`src/rtl/pstc_pkg.sv`:
```
// Package for the PI speed throttle controller: register indexes, function codes,
// widths and shared types. No dependencies.
package pstc_pkg;
  localparam int unsigned NumRegs = 6;
  localparam logic [2:0] RegKp  = 3'd0;
  localparam logic [2:0] RegKi  = 3'd1;
  localparam logic [2:0] RegG   = 3'd2;
  localparam logic [2:0] RegOfs = 3'd3;
  localparam logic [2:0] RegSc  = 3'd4;
  localparam logic [2:0] RegOff = 3'd5;

  localparam logic [1:0] FuncStep    = 2'd0;
  localparam logic [1:0] FuncEnable  = 2'd1;
  localparam logic [1:0] FuncDisable = 2'd2;
  localparam logic [1:0] FuncApply   = 2'd3;

  typedef struct packed {
    logic start;
    logic busy;
  } mul_ctl_t;
endpackage

```
`src/rtl/pstc_mul.sv`:
```
// Bit-serial signed multiplier, 64 by 32 bits, one multiplier bit per cycle.
// Depends on pstc_pkg.
module pstc_mul (
  input  logic                   clk_i,
  input  logic                   rst_ni,
  input  logic                   start_i,
  input  logic signed [63:0]     a_i,
  input  logic signed [31:0]     b_i,
  output logic                   done_o,
  output logic signed [95:0]     p_o
);
  import pstc_pkg::*;
  logic [5:0]         cnt_q, cnt_d;
  logic               busy_q, busy_d;
  logic signed [95:0] acc_q, acc_d;
  logic signed [95:0] a_q, a_d;
  logic [31:0]        b_q, b_d;

  always_comb begin
    cnt_d = cnt_q; busy_d = busy_q; acc_d = acc_q; a_d = a_q; b_d = b_q;
    done_o = 1'b0;
    if (start_i) begin
      busy_d = 1'b1; cnt_d = 6'd0; acc_d = '0;
      a_d = 96'(a_i); b_d = b_i;
    end else if (busy_q) begin
      // top multiplier bit carries negative weight
      if (b_q[0]) acc_d = (cnt_q == 6'd31) ? acc_q - a_q : acc_q + a_q;
      a_d = a_q <<< 1;
      b_d = b_q >> 1;
      cnt_d = cnt_q + 6'd1;
      if (cnt_q == 6'd31) busy_d = 1'b0;
    end
    if (busy_q && !busy_d && !start_i) done_o = 1'b1;
  end
  assign p_o = acc_d;

  always_ff @(posedge clk_i or negedge rst_ni) begin
    if (!rst_ni) begin
      busy_q <= 1'b0; cnt_q <= '0;
    end else begin
      busy_q <= busy_d; cnt_q <= cnt_d;
    end
  end
  always_ff @(posedge clk_i) begin
    acc_q <= acc_d; a_q <= a_d; b_q <= b_d;
  end
endmodule

```
`src/rtl/pi_speed_throttle_controller.sv`:
```
// PI speed throttle controller, top level: APB registers, stream ports, sequencer.
// Depends on pstc_pkg and pstc_mul.
// A step word runs six bit-serial products in the shared multiplier, then a finish state,
// then the result goes through the output register; enable, disable and apply words skip
// the products. A new word is taken only while the sequencer is idle and no result waits.
// Reset (rst_ni low, asynchronous) clears registers, integral and motor/PWM flags.
module pi_speed_throttle_controller (
  input  logic         clk_i,
  input  logic         rst_ni,
  input  logic         psel,
  input  logic         penable,
  input  logic         pwrite,
  input  logic [4:0]   paddr,
  input  logic [31:0]  pwdata,
  output logic [31:0]  prdata,
  output logic         pready,
  input  logic         s_axis_tvalid,
  output logic         s_axis_tready,
  // tdata: velocity[31:0], measured_rpm[63:32], step_time[87:64], throttle_value[98:88]
  input  logic [103:0] s_axis_tdata,
  // tuser: func[1:0]
  input  logic [1:0]   s_axis_tuser,
  output logic         m_axis_tvalid,
  input  logic         m_axis_tready,
  // tdata: throttle[10:0], duty_write[11], duty_ns[32:12], pwm_on[33], motors_on[34]
  output logic [39:0]  m_axis_tdata
);
  import pstc_pkg::*;

  localparam logic [3:0] SIdle = 4'd0, SSp = 4'd1, SErr = 4'd2, SInt = 4'd3,
                         SKp = 4'd4, SKi = 4'd5, SKl = 4'd6, SSc = 4'd7,
                         SFin = 4'd8, SOut = 4'd9;

  logic signed [31:0] kp_q, ki_q, g_q, ofs_q, sc_q;
  logic signed [10:0] off_q;
  logic signed [47:0] integ_q;
  logic               mot_q, pwm_q;
  logic [3:0]         st_q;
  logic signed [31:0] vel_q, rpm_q, err_q;
  logic [23:0]        dt_q;
  logic signed [10:0] tv_q;
  logic signed [63:0] eff_q;
  logic [39:0]        out_q;
  logic               ov_q;
  // output register: lets the next word in while a result waits
  logic [39:0]        mdata_q;
  logic               mvalid_q;

  logic               wr;
  assign pready = 1'b1;
  assign wr = psel && penable && pwrite;
  always_comb begin
    unique case (paddr[4:2])
      RegKp:   prdata = kp_q;
      RegKi:   prdata = ki_q;
      RegG:    prdata = g_q;
      RegOfs:  prdata = ofs_q;
      RegSc:   prdata = sc_q;
      RegOff:  prdata = 32'(unsigned'(off_q));
      default: prdata = '0;
    endcase
  end

  // shared multiplier
  logic               m_start, m_done;
  logic signed [63:0] m_a;
  logic signed [31:0] m_b;
  logic signed [95:0] m_p;
  pstc_mul u_mul (.clk_i, .rst_ni, .start_i(m_start), .a_i(m_a), .b_i(m_b),
                  .done_o(m_done), .p_o(m_p));

  function automatic logic [20:0] duty(input logic signed [10:0] v);
    logic signed [11:0] c;
    c = (v > 11'sd1000) ? 12'sd1000 : (v < -11'sd1000) ? -12'sd1000 : 12'(v);
    return 21'((32'(c) + 32'sd1000) * 32'sd1000);
  endfunction

  function automatic logic signed [63:0] sat32(input logic signed [63:0] x);
    if (x > 64'sd2147483647) return 64'sd2147483647;
    if (x < -64'sd2147483648) return -64'sd2147483648;
    return x;
  endfunction

  logic signed [63:0] sp_w, inc_w, nint_w, raw_w, d_w, thr_w;
  logic signed [95:0] mag_w;
  always_comb begin
    sp_w  = 64'(m_p >>> 16) + 64'(ofs_q);
    inc_w = 64'(m_p >>> 24);
    nint_w = 64'(integ_q) + inc_w;
    if (nint_w > 64'sh7FFF_FFFF_FFFF) nint_w = 64'sh7FFF_FFFF_FFFF;
    if (nint_w < -64'sh8000_0000_0000) nint_w = -64'sh8000_0000_0000;
    mag_w = m_p[95] ? -m_p : m_p;
    raw_w = m_p[95] ? -64'(mag_w >>> 32) : 64'(mag_w >>> 32);
    d_w = raw_w - 64'(tv_q);
    if (d_w > 64'sd2) d_w = 64'sd2;
    if (d_w < -64'sd2) d_w = -64'sd2;
    thr_w = 64'(tv_q) + d_w;
    if (thr_w < 0) thr_w = 0;
    if (thr_w > 64'sd1000) thr_w = 64'sd1000;
  end

  always_comb begin
    m_a = '0; m_b = '0;
    unique case (st_q)
      SSp:  begin m_a = 64'(vel_q); m_b = g_q; end
      SInt: begin m_a = 64'(err_q); m_b = 32'(signed'({1'b0, dt_q})); end
      SKp:  begin m_a = 64'(err_q); m_b = kp_q; end
      SKi:  begin m_a = 64'(integ_q >>> 16); m_b = ki_q; end
      SKl:  begin m_a = 64'({integ_q[15:0]}); m_b = ki_q; end
      SSc:  begin m_a = eff_q; m_b = sc_q; end
      default: ;
    endcase
  end

  assign s_axis_tready = (st_q == SIdle) && !ov_q;
  assign m_axis_tvalid = mvalid_q;
  assign m_axis_tdata  = mdata_q;
  logic started_q;

  always_ff @(posedge clk_i or negedge rst_ni) begin
    if (!rst_ni) begin
      kp_q <= '0; ki_q <= '0; g_q <= '0; ofs_q <= '0; sc_q <= '0; off_q <= '0;
      integ_q <= '0; mot_q <= 1'b0; pwm_q <= 1'b0; st_q <= SIdle; ov_q <= 1'b0;
      started_q <= 1'b0; mvalid_q <= 1'b0; mdata_q <= '0;
    end else begin
      if (wr) begin
        unique case (paddr[4:2])
          RegKp:  kp_q  <= pwdata;
          RegKi:  ki_q  <= pwdata;
          RegG:   g_q   <= pwdata;
          RegOfs: ofs_q <= pwdata;
          RegSc:  sc_q  <= pwdata;
          RegOff: off_q <= pwdata[10:0];
          default: ;
        endcase
      end
      // move the finished word on once the output register is free
      if (ov_q && (!mvalid_q || m_axis_tready)) ov_q <= 1'b0;
      if (!mvalid_q || m_axis_tready) begin
        mvalid_q <= ov_q;
        mdata_q  <= out_q;
      end
      unique case (st_q)
        SIdle: if (s_axis_tvalid && s_axis_tready) begin
          unique case (s_axis_tuser)
            FuncStep: st_q <= SSp;
            FuncEnable: begin
              integ_q <= '0; mot_q <= 1'b1; pwm_q <= 1'b1; ov_q <= 1'b1;
              out_q <= {5'd0, 1'b1, 1'b1, duty(off_q), 1'b1, off_q};
            end
            FuncDisable: begin
              integ_q <= '0; mot_q <= 1'b0; pwm_q <= 1'b0; ov_q <= 1'b1;
              out_q <= {5'd0, 1'b0, 1'b0, mot_q ? duty(off_q) : 21'd0, mot_q, off_q};
            end
            default: begin
              ov_q <= 1'b1;
              out_q <= {5'd0, mot_q, pwm_q,
                        mot_q ? duty(s_axis_tdata[98:88]) : 21'd0, mot_q,
                        s_axis_tdata[98:88]};
            end
          endcase
        end
        SSp, SInt, SKp, SKi, SKl, SSc: begin
          if (!started_q) started_q <= 1'b1;
          else if (m_done) begin
            started_q <= 1'b0;
            unique case (st_q)
              SSp:  begin err_q <= 32'(sat32(sp_w - 64'(rpm_q))); st_q <= SInt; end
              SInt: begin integ_q <= 48'(nint_w); st_q <= SKp; end
              SKp:  begin eff_q <= 64'(m_p >>> 16); st_q <= SKi; end
              SKi:  begin eff_q <= eff_q + 64'(m_p); st_q <= SKl; end
              SKl:  begin eff_q <= sat32(eff_q + 64'(m_p >>> 16)); st_q <= SSc; end
              default: begin eff_q <= thr_w; st_q <= SFin; end
            endcase
          end
        end
        SFin: begin
          ov_q <= 1'b1; st_q <= SIdle;
          out_q <= {5'd0, mot_q, pwm_q, 21'd0, 1'b0, eff_q[10:0]};
        end
        default: st_q <= SIdle;
      endcase
    end
  end

  // operand capture and multiplier launch
  always_ff @(posedge clk_i) begin
    if (s_axis_tvalid && s_axis_tready) begin
      vel_q <= s_axis_tdata[31:0]; rpm_q <= s_axis_tdata[63:32];
      dt_q <= s_axis_tdata[87:64]; tv_q <= s_axis_tdata[98:88];
    end
  end
  always_comb begin
    m_start = 1'b0;
    if ((st_q == SSp || st_q == SInt || st_q == SKp || st_q == SKi ||
         st_q == SKl || st_q == SSc) && !started_q) m_start = 1'b1;
  end
endmodule

```
`config.mk`:
```
export PLATFORM = sky130hd
export DESIGN_NAME = pi_speed_throttle_controller
export DESIGN_NICKNAME = d
export VERILOG_FILES = /design/src/rtl/pstc_pkg.sv /design/src/rtl/pstc_mul.sv /design/src/rtl/pi_speed_throttle_controller.sv
export SDC_FILE = /design/constraint.sdc
export NUM_CORES = 2
export LEC_CHECK = 0
export BUFFER_PORTS_ARGS = -buffer_cell sky130_fd_sc_hd__buf_2
export CORE_MARGIN = 2
export CORE_UTILIZATION = 60
export CTS_CLUSTER_SIZE = 28
export DETAILED_ROUTE_END_ITERATION = 16
export PLACE_DENSITY = 0.87
export SETUP_SLACK_MARGIN = 0.2
export SLEW_MARGIN = 20
export SYNTH_ARGS = -nofsm -noshare
export SYNTH_HDL_FRONTEND = slang
export SYNTH_SLANG_ARGS = --single-unit
```
`constraint.sdc`:
```
create_clock -name clk_i -period 47.8 [get_ports clk_i]
set_input_delay 2.39 -clock clk_i [delete_from_list [all_inputs] [get_ports clk_i]]
set_output_delay 2.39 -clock clk_i [all_outputs]
set_load 0.05 [all_outputs]
```
==> metrics.yaml <==
num-fill-cells: 9414
synth_seq_area_share_pct: 27.37
rows: 125
yosys.area.top_type_share_pct: 15.17
final_common_cell: "nand2_1"
yosysWarnings: 0
cts_root_buf: "clkbuf_16"
avgSynthCellArea_um2: 8.479
wl_per_cell_um: 25.45
die_w_um: 345.8
fp.dieH_um: 345.8
final_max_slew_viol_count: 0
drc: 0
portBuffers: 208
grt_pass1_vias: 65120
place.gp.congestion: 1.054
ys_types: 113
rsz0062_at_grt: "false"
grt_pass1_wl_um: 381300
cts_tree: "built"
slowest_stage: "nor4_2"
slowest_delay_ns: 0.96
dp_hpwl_um: 191400
synth_area_leaders: "edfxtp_1, ha_1, dfrtp_1"
fin_skew_ns: 0.06708
grt_max_degree: 115
ys_ff_latch: 715
ff2ff_setup_slack_ns: 23.62
setup_tns_ns: 0
post_cts_buffers: 0
hold_path.class: "flop to flop"
synth.largest_area_cell: "edfxtp_1"
clock_latency_ns: 0.73
drive_above_1_share_pct: 9.868
cp.arrival_ns: 24.60
drt-total-wl_um: 252500
path_max_fanout: 54
initial_core_util_pct: 60.39
core_mm2: 0.1160
antenna_left: 0
required_ns: 48.23
critPathLaunchType: "flop"
cts_buffers: 82
dieArea_mm2: 0.1196
h-tree-depth: 3
cts.sinks: 715
grt_usage_pct: 40.78
grt_overflow: 0
vias: 67910
final_cell_mix: "nand2_1, a21oi_1, nor2_1"
clockBufferDepth: 3
finalHoldViolCount: 0
netlist_instances: 8265
synth_area_mm2: 0.07008
setup_viol: 0
io_pins: 225
synthFlopType: "edfxtp_1"
area_delta_synth_final_pct: 7.756
antenna_found_initial: 24
period_needed_ns: 24.18
finalHoldWorstSlack_ns: 0.4782
status: "complete, no violations"
vias_per_cell: 6.844
cts.reportedPaths.clkPinSlew_ns: 0.07
ctsHoldBuffers: 0
tightest_slew_ns: 1.189
layout.nets: 9208
first_pass_iters: 10
crit_path_end_kind: "flop"
drv_cap: 0
max_slew_margin_pct: 20.18
clock.fmax_mhz: 41.36
drt_iter0_drc: 8689
synth_edf_count: 354
cts-resized-gates: 0
fin_crit_sh_pct: 50.58
worst_path_most_repeated_cell: "nor2_1"
async_flop_share_pct: 37.06
criticalPathCategory: "flop to flop"
[cell families (layout without fill, tap and decap cells)]
group           count (synthesis)  count (layout)  share of synthesized area (%)
compound gates               2571            2571                          23.71
buf+inv                       892            1011                          5.020
fa+ha+maj                     737             737                          14.82
mux                           261             261                          4.337
other cells                     2              17                        0.01072
simple gates                 2478            2478                          17.11
xor+xnor                      609             609                          7.622
flops                         715             715                          27.37
[layer usage]
layer | wire length, um | vias to the layer above | GRT usage (%)
met3 | 30320 | 934 | 9.924
li1 | - | 30500 | -
met4 | 14930 | 24 | 21.17
met1 | 96770 | 32310 | 52.71
met2 | 110300 | 4146 | 63.43
met5 | 159 | - | 0
[worst max-delay path, delay by kind of cell, from the launching register on]
kind | cells | cell delay, ns
flip-flops | 1 | 0.46
adder cells (fa/ha/maj) | 5 | 1.74
buffers and inverters | 3 | 1.15
AO/OA/AOI/OAI | 32 | 9.03
XOR/XNOR | 5 | 1.22
AND/OR/NAND/NOR | 33 | 10.19
[Yosys cell counts, types with 41 or more instances]
library cell / count
nand2_1: 751
or4_1: 45
clkbuf_1: 295
or2_2: 42
a211oi_1: 57
nand3_1: 171
ha_1: 582
o31ai_1: 56
and3_1: 74
and2_1: 41
nor3_1: 136
mux2_2: 181
a31oi_1: 112
fa_1: 155
o211ai_1: 47
a21o_1: 316
o21bai_1: 101
o21a_1: 69
a222oi_1: 84
a22oi_1: 79
nand4_1: 134
edfxtp_1: 354
nor2_1: 657
nor2b_1: 83
o21ai_0: 558
nand2b_1: 68
inv_1: 510
xor2_1: 234
xnor2_1: 374
dfrtp_1: 265
dfxtp_1: 96
a21oi_1: 734
or3_1: 65
mux2i_1: 64
nor4_1: 87
[worst paths after layout]
kind,start,to,depth (start not counted)
worst max register to register,u_mul.a_q[3],eff_q[6],78
worst min-delay path,out_q[6],m_axis_tdata[6],1
max in group asynchronous,rst_ni,integ_q[31],3
worst max-delay path,u_mul.a_q[3],eff_q[6],78
min in group asynchronous,rst_ni,g_q[10],1
worst min register to register,out_q[6],m_axis_tdata[6],1
[area by class of cell]
class	instances	area (um2)	area share, %
Inverter	514	1932	2.558
Clock inverter	38	462.9	0.6130
Sequential cell	715	19180	25.40
Antenna cell	8	20.02	0.02651
Multi-Input combinational cell	6665	47610	63.05
Clock buffer	116	2322	3.075
Tap cell	1524	1907	2.525
Timing Repair Buffer	343	2077	2.750
[flip-flops by register name, indices dropped and copies added (netlist names), 48 cells and up]
| signal | cells |
|---|---|
| u_mul.a_q | 96 |
| u_mul.acc_q | 96 |
| integ_q | 48 |
| eff_q | 64 |
[metrics by stage]
step / worst slack, ns / std cells / utilization, % / instance area [um2]
2_1_floorplan: 28.71 / 8272 / - / 70110
3_3_place_gp: 24.60 / 9761 / 62.65 / 72710
3_5_place_dp: 24.16 / 9761 / 62.65 / 72710
4_1_cts: 24.02 / 9915 / 65.05 / 75490
5_1_grt: 22.04 / 9916 / 65.06 / 75500
6_report: 23.62 / 9923 / 65.07 / 75520
Power is not shown: default switching activity piles up to over one toggle a cycle in this logic, so the estimate is an artifact.
